File: config.mk
export PLATFORM = sky130hd
export DESIGN_NAME = tof_div_cell
export DESIGN_NICKNAME = d
export VERILOG_FILES = /design/src/tof_pkg.sv /design/src/tof_div_cell.sv
export SDC_FILE = /design/constraint.sdc
export NUM_CORES = 1
export LEC_CHECK = 0
export ABC_AREA = 0
export BUFFER_PORTS_ARGS = -buffer_cell sky130_fd_sc_hd__buf_2
export CORE_AREA = 5 5 227 229
export CTS_BUF_LIST = sky130_fd_sc_hd__clkbuf_8
export DETAILED_ROUTE_END_ITERATION = 12
export DIE_AREA = 0 0 232 234
export HOLD_SLACK_MARGIN = 0.05
export SLEW_MARGIN = 5
export SYNTH_ARGS = -nofsm -noshare
export SYNTH_HDL_FRONTEND = slang
export SYNTH_SLANG_ARGS = --single-unit
File: constraint.sdc
create_clock -name clk -period 6.7 [get_ports clk]
set_clock_uncertainty 0.15 [all_clocks]
set_input_delay 0.67 -clock clk [delete_from_list [all_inputs] [get_ports clk]]
set_output_delay 0.67 -clock clk [all_outputs]
set_load 0.01 [all_outputs]
File: src/tof_pkg.sv
// Shared constants and the divider cell record for the off-facing tangent unit.
package tof_pkg;

  localparam int FRAC_BITS_DEF = 16;

  // Divisor and partial remainder width (largest divisor is a 98-bit square).
  localparam int DW = 98;
  // Dividend width before the fraction shift.
  localparam int NW = 134;
  // Quotient width, one bit per divider cell.
  localparam int QW = 48;

  localparam logic [33:0] K_1E10 = 34'd10000000000;
  localparam logic [16:0] K_1E5  = 17'd100000;

  localparam logic [QW-1:0] POS_LIM = {1'b0, {(QW-1){1'b1}}};
  localparam logic [QW-1:0] NEG_LIM = {1'b1, {(QW-1){1'b0}}};

  typedef struct packed {
    logic          valid;
    logic          front;
    logic          sat;
    logic [QW-1:0] q;
    logic [QW-1:0] xlo;
    logic [DW-1:0] rem;
    logic [DW-1:0] den;
  } div_cell_t;

endpackage

File: src/tof_div_cell.sv
// One restoring-division cell: resolves one quotient bit and passes the item on.
module tof_div_cell
  import tof_pkg::*;
(
  input  logic      clk,
  input  logic      rst,
  input  logic      en,
  input  div_cell_t din,
  output div_cell_t dout
);

  logic [DW:0]   r2;
  logic          ge;
  logic [DW:0]   diff;
  div_cell_t     nxt;

  always_comb begin
    r2   = {din.rem, din.xlo[QW-1]};
    ge   = (r2 >= {1'b0, din.den});
    diff = r2 - {1'b0, din.den};
    nxt       = din;
    nxt.rem   = ge ? diff[DW-1:0] : r2[DW-1:0];
    nxt.q     = {din.q[QW-2:0], ge};
    nxt.xlo   = {din.xlo[QW-2:0], 1'b0};
  end

  always_ff @(posedge clk) begin
    if (rst) begin
      dout.valid <= 1'b0;
    end else if (en) begin
      dout.valid <= nxt.valid;
    end
    if (en) begin
      dout.front <= nxt.front;
      dout.sat   <= nxt.sat;
      dout.q     <= nxt.q;
      dout.xlo   <= nxt.xlo;
      dout.rem   <= nxt.rem;
      dout.den   <= nxt.den;
    end
  end

endmodule

==> results.ini, run 1 <==
[logic_synthesis]
synth.ff_latch_count = 294
synth-edff-count = 293
yosysWarningCount = 0
synth_area_mm2 = 0.0170
syn-num-nets = 2011
synth_area_per_cell_um2 = 10.5
async_flop_share_pct = 0
synthCells = 1614
synthFlopType = edfxtp_1
synth_cell_types = 72
synth-seq-area-share_pct = 51.9

[routing]
dr.pass1.iters = 5
drt_iter0_markers = 805
vias = 15481
avgRoutedWirePerCell_um = 20.9
routed_wl_um = 64300
vias_per_cell = 5.02
antenna_left = 0
drc = 0

[cells_and_area]
reg_top3 = dout (294)
final_area_mm2 = 0.0233
largest_register_ffs = 294
mostFrequentLayoutCell = buf_2
post-route-util_pct = 47.1
largest-register = dout
drive_gt1_share_pct = 31.1
fin_cells = 3082
area_growth_pct = 37.0
final_nets = 2768
mostFrequentLayoutCells = buf_2 (589), edfxtp_1 (293), dlygate4sd3_1 (173), inv_1 (147), nor2_1 (143)

[pwr]
powerDensity_mw_per_mm2 = 233
p_leak_nw = 10.2
total_power_mw = 5.44
ir_drop_v = 0.000160

[worst_setup_path]
worstSetupEndpointType = register
startpoint_type = primary input
cp_max_fo = 72
cp.required_ns = 6.90
slowest_stage = dlygate4sd3_1
r2r-end = dout[294]
cp_cell_sequence = dlygate4sd3_1, buf_2, inv_1, ha_1, nand3_1, or3_1, a31oi_2, o21ai_1, o21ai_2, buf_4, a31oi_1, a211o_1, a211oi_4, nor2_4, inv_6, buf_12, a21oi_2
reg2regPathDepth = 2
critPathKind = in2reg
timing.rr.start = dout[294]
max_stage_delay_ns = 0.52
r2r_setup_slack_ns = 5.98
cp.arrival_ns = 5.33

[worst_hold_path]
min_path_cells = 1
worstHoldStart = din[50]
holdPathEnd = dout[50]
hold_path_class = in2reg

[clock_tree]
cts_buffer_depth = 3
root_buffer = clkbuf_8
cts_buffers = 54
clk_pin_slew_ns = 0.06
cts_sinks = 294
htreeDepth = 2
cts_tree = built
postCtsSetupBuffers = 0
insertion_delay_ns = 0.61

[timing]
whs_ns = 0.103
period_share_pct = 76.6
final_max_slew_viol_count = 0
rsz0062_at_grt = false
max_freq_ghz = 0.195
setup_tns_ns = 0
setup_violations = 0
hold_viol_final = 0
worstMarginPinSlew_ns = 0.999
slew_headroom_pct = 33.4
min_period_ns = 5.13
fin_ws_ns = 1.57

[grt]
grt_pass1_wl_um = 94400
antenna_found_initial = 16
grt_pass1_vias = 15719
grtUsageTotal_pct = 22.4
grt_max_degree = 160
grt_overflow = 0

[outcome]
status = complete, no violations

[floorplan]
dieArea_mm2 = 0.0543
start_util_pct = 34.4
core-area_mm2 = 0.0495
std_cell_rows = 82
chipHeight_um = 234
dieWidth_um = 232
ios = 593

[placed_design]
dp_cells = 2814
placed_area_mm2 = 0.0205
dp_hpwl_um = 50400
io_buffers = 590
gp_congestion = 0.914
pre_cts_slack_ns = 1.42

[run]
maxCapViolations = 0

[where the power goes]
part | internal (mW) | leakage (nW) | switching [mW]
Clock | 0.901 | 0.566 | 0.772
Combinational | 0.585 | 6.72 | 0.861
Sequential | 2.27 | 2.88 | 0.0506
[what timing repair did]
action	CTS	global route
gates resized for setup	0	0
endpoints found under the setup margin	0	0
hold buffers	173	0
endpoints found under the hold margin	173	0
[synthesized netlist by cell type (12+ instances only)]
master / number / area share (%)
a21oi_2: 63 / 3.2
a21oi_1: 134 / 3.9
a21o_1: 52 / 2.3
inv_1: 132 / 2.9
or3_1: 12 / 0.44
o31ai_1: 12 / 0.53
nor3_1: 27 / 0.79
xor2_1: 33 / 1.7
edfxtp_1: 293 / 52
o211ai_1: 16 / 0.71
nand3_1: 27 / 0.79
xnor2_1: 47 / 2.4
a211oi_1: 13 / 0.57
o21bai_1: 29 / 1.3
ha_1: 98 / 7.2
a31oi_1: 14 / 0.52
clkbuf_1: 50 / 1.1
nand4_1: 34 / 1.3
nand2_1: 133 / 2.9
o21ai_0: 91 / 2.7
and4_1: 14 / 0.72
nor2_1: 143 / 3.2
[worst max-delay path, delay by kind of cell]
kind                       cells  cell delay [ns]
AOI/OAI and AO/OA              7             1.91
adders and majority gates      1             0.35
buffers and inverters          6             1.70
and+or+nand+nor                3             0.61
[worst max path at each step]
stage	slack [ns]	cells after the start	endpoint	startpoint
3_3_place_gp	1.47	16	dout[114]	din[7]
2_1_floorplan	2.76	15	dout[152]	din[243]
3_5_place_dp	1.42	16	dout[130]	din[7]
5_1_grt	1.30	18	dout[118]	din[6]
4_1_cts	1.55	17	dout[109]	din[7]
6_report	1.57	17	dout[107]	din[6]
[metal layers]
metal | share of wire [%] | vias to the layer above | global-route usage [%] | routed length, um
met4 | 2.1 | 12 | 5.82 | 1330
met3 | 7.5 | 86 | 6.16 | 4810
met2 | 50 | 568 | 39.7 | 32200
li1 | - | 7449 | - | -
met1 | 40 | 7366 | 27.1 | 25800
met5 | 0.12 | - | 0 | 76
[area by class of cell]
type,instances,area [um2]
fillers,4717,26200
well taps,672,841
clock inverters,34,260
multi-input cells,1116,7330
repair buffers,772,4790
clock buffers,54,743
diodes,7,17.5
inverters,133,504
flip-flops and latches,294,8820
[cells by family after synthesis]
logic type               after synthesis  share of synthesized area (%)
XOR/XNOR                              80                           4.12
AND/OR/NAND/NOR                      443                           12.2
flip-flops                           294                           51.9
other                                  1                         0.0221
buffers and inverters                204                           5.08
AO/OA/AOI/OAI                        487                           19.0
multiplexers                           6                          0.368
adder cells (fa/ha/maj)               99                           7.33
No activity file was read; power rests on OpenSTA's default activity.
==> run 2: changes to the inputs <==
clock period = 4.9 ns   (was 6.7 ns; I/O delays follow)
==> run 2 against run 1 <==
Net effect:
- wire length is 4.1% higher
- core utilization is 2.7 points higher
- hold slack better by 0.0046 ns
==> results.ini, run 2 (synthesis gave the netlist of run 1 again) <==
[worst_setup_path]
max_stage_delay_ns = 0.54  ; +0.02 ns
timing.rr.start = dout[294]
cp_max_fo = 3  ; -96%
reg2regPathDepth = 3  ; +1
r2r_setup_slack_ns = 3.60  ; -2.38 ns
critPathKind = in2reg
slowest_stage = dlygate4sd3_1
startpoint_type = primary input
startpoint = din[243]
cp.arrival_ns = 4.84  ; -0.49 ns
cp_cell_sequence = dlygate4sd3_1, buf_2, inv_1, ha_1, inv_1, fa_1, a211oi_1, o21ai_0, and4_1, o211ai_1, a31oi_1, o21bai_1, a21oi_1, o31ai_1, a211oi_1, or3_1, a31o_2
cp.required_ns = 5.15  ; -1.75 ns
worstSetupEndpointType = register
r2r-end = dout[294]

[routing]
vias_per_cell = 5.02  ; about the same
drt_iter0_markers = 856  ; +6.3%
drc = 0  ; unchanged
vias = 16135  ; +4.2%
avgRoutedWirePerCell_um = 20.8  ; -0.15%
routed_wl_um = 66900  ; +4.1%
dr.pass1.iters = 5  ; unchanged
antenna_left = 0  ; unchanged

[outcome]
status = complete, no violations

[pwr]
p_leak_nw = 10.7  ; +5.8%
power_switching_mw = 2.41  ; +43%
switching_share_pct = 31.1  ; +0.15 points
p_seq_share_pct = 41.0  ; -1.6 points
pwr-share-comb_pct = 26.9  ; +0.3 points
p_int_mw = 5.33  ; +42%
total_power_mw = 7.74  ; +42%
powerDensity_mw_per_mm2 = 314  ; +35%
ir_drop_v = 0.000189  ; +18%
p_clk_share_pct = 32.1  ; +1.3 points

[placed_design]
gp_congestion = 0.921  ; +0.75%
io_buffers = 590  ; unchanged
dp_hpwl_um = 51300  ; +1.9%
placed_area_mm2 = 0.0207  ; +0.72%

[grt]
grt_pass1_vias = 16595  ; +5.6%
grt_pass1_wl_um = 98600  ; +4.4%
grtUsageTotal_pct = 23.4  ; +0.99 points
grt_max_degree = 111  ; -31%
antenna_found_initial = 12  ; -4
grt_overflow = 0  ; unchanged

[floorplan]
start_util_pct = 34.4  ; unchanged
dieArea_mm2 = 0.0543  ; unchanged
chipHeight_um = 234  ; unchanged
core-area_mm2 = 0.0495  ; unchanged
dieWidth_um = 232  ; unchanged
ios = 593  ; unchanged
std_cell_rows = 82  ; unchanged

[timing]
setup_violations = 0  ; unchanged
whs_ns = 0.108  ; +0.00457 ns
max_freq_ghz = 0.218
rsz0062_at_grt = false
final_max_slew_viol_count = 0  ; unchanged
worstMarginPinSlew_ns = 0.908  ; -0.0908 ns
period_share_pct = 93.5
min_period_ns = 4.58
slew_headroom_pct = 39.5  ; +6.1 points
hold_viol_final = 0  ; unchanged
setup_tns_ns = 0  ; unchanged

[clock_tree]
root_buffer = clkbuf_8
cts_buffers = 54  ; unchanged
insertion_delay_ns = 0.63  ; +0.02 ns
clk_pin_slew_ns = 0.07  ; about the same
cts_tree = built
htreeDepth = 2  ; unchanged
cts_sinks = 294  ; unchanged
postCtsSetupBuffers = 0  ; unchanged
cts_buffer_depth = 3  ; unchanged

[worst_hold_path]
hold_path_class = in2reg
min_path_cells = 3  ; +2
worstHoldStart = din[140]
holdPathEnd = dout[141]

[run]
maxCapViolations = 0  ; unchanged

[cells_and_area]
largest-register = dout
mostFrequentLayoutCells = buf_2 (589), edfxtp_1 (293), dlygate4sd3_1 (284), inv_1 (144), nor2_1 (143)
mostFrequentLayoutCell = buf_2
drive_gt1_share_pct = 30.3  ; -0.79 points
area_growth_pct = 45.0
reg_top3 = dout (294)
final_area_mm2 = 0.0246  ; +5.8%
largest_register_ffs = 294  ; unchanged
final_nets = 2892  ; +4.5%

==> run 2: critical path: cells and delay by family <==
family	cells	cell delay (ns)
AO/OA/AOI/OAI	9	2.43
AND/OR/NAND/NOR	2	0.57
buffers and inverters	4	0.77
adder cells (fa/ha/maj)	2	0.57
==> run 2: what timing repair did <==
action                                 4_1_cts  5_1_grt
gates resized for setup                      0        2
setup endpoints to repair                    0        1
hold buffers                               284        0
endpoints found under the hold margin      283        0
==> run 2: metal layers <==
layer  track usage [%]  vias up  share of wire, %
met3              5.44      104               6.7
met4              7.92        6               3.0
met2              41.4      590                49
met5                 0        -             0.064
met1              28.3     7718                41
li1                  -     7717                 -
==> run 2: layout make-up <==
| type | count | area [um2] |
|---|---|---|
| clock inverter | 41 | 335 |
| fill | 4582 | 24800 |
| timing repair buffer | 896 | 6050 |
| multi-input combinational | 1116 | 7330 |
| clock buffer | 55 | 757 |
| antenna | 7 | 17.5 |
| sequential | 294 | 8820 |
| inverter | 133 | 504 |
| tap | 672 | 841 |
==> run 2: power groups by stage <==
stage	clock network (mW)	logic, mW	registers, mW
floorplan	0	0.932	3.36
global placement	0	1.87	3.21
finish	2.49	2.08	3.17
CTS	2.56	2.08	3.17
global route	2.69	2.26	3.19
detailed placement	0	1.88	3.22
==> run 2: worst max path at each step <==
stage                           end
final                     dout[190]
after global routing      dout[182]
after CTS                 dout[184]
after detailed placement  dout[180]
after global placement    dout[190]
after floorplan           dout[152]
==> run 2: stage by stage <==
stage	instances	worst slack, ns	util, %
2_1_floorplan	1614	1.14	-
3_3_place_gp	2827	0.256	41.8
3_5_place_dp	2827	0.181	41.8
4_1_cts	3207	0.352	49.8
5_1_grt	3213	0.0201	49.8
6_report	3214	0.318	49.8
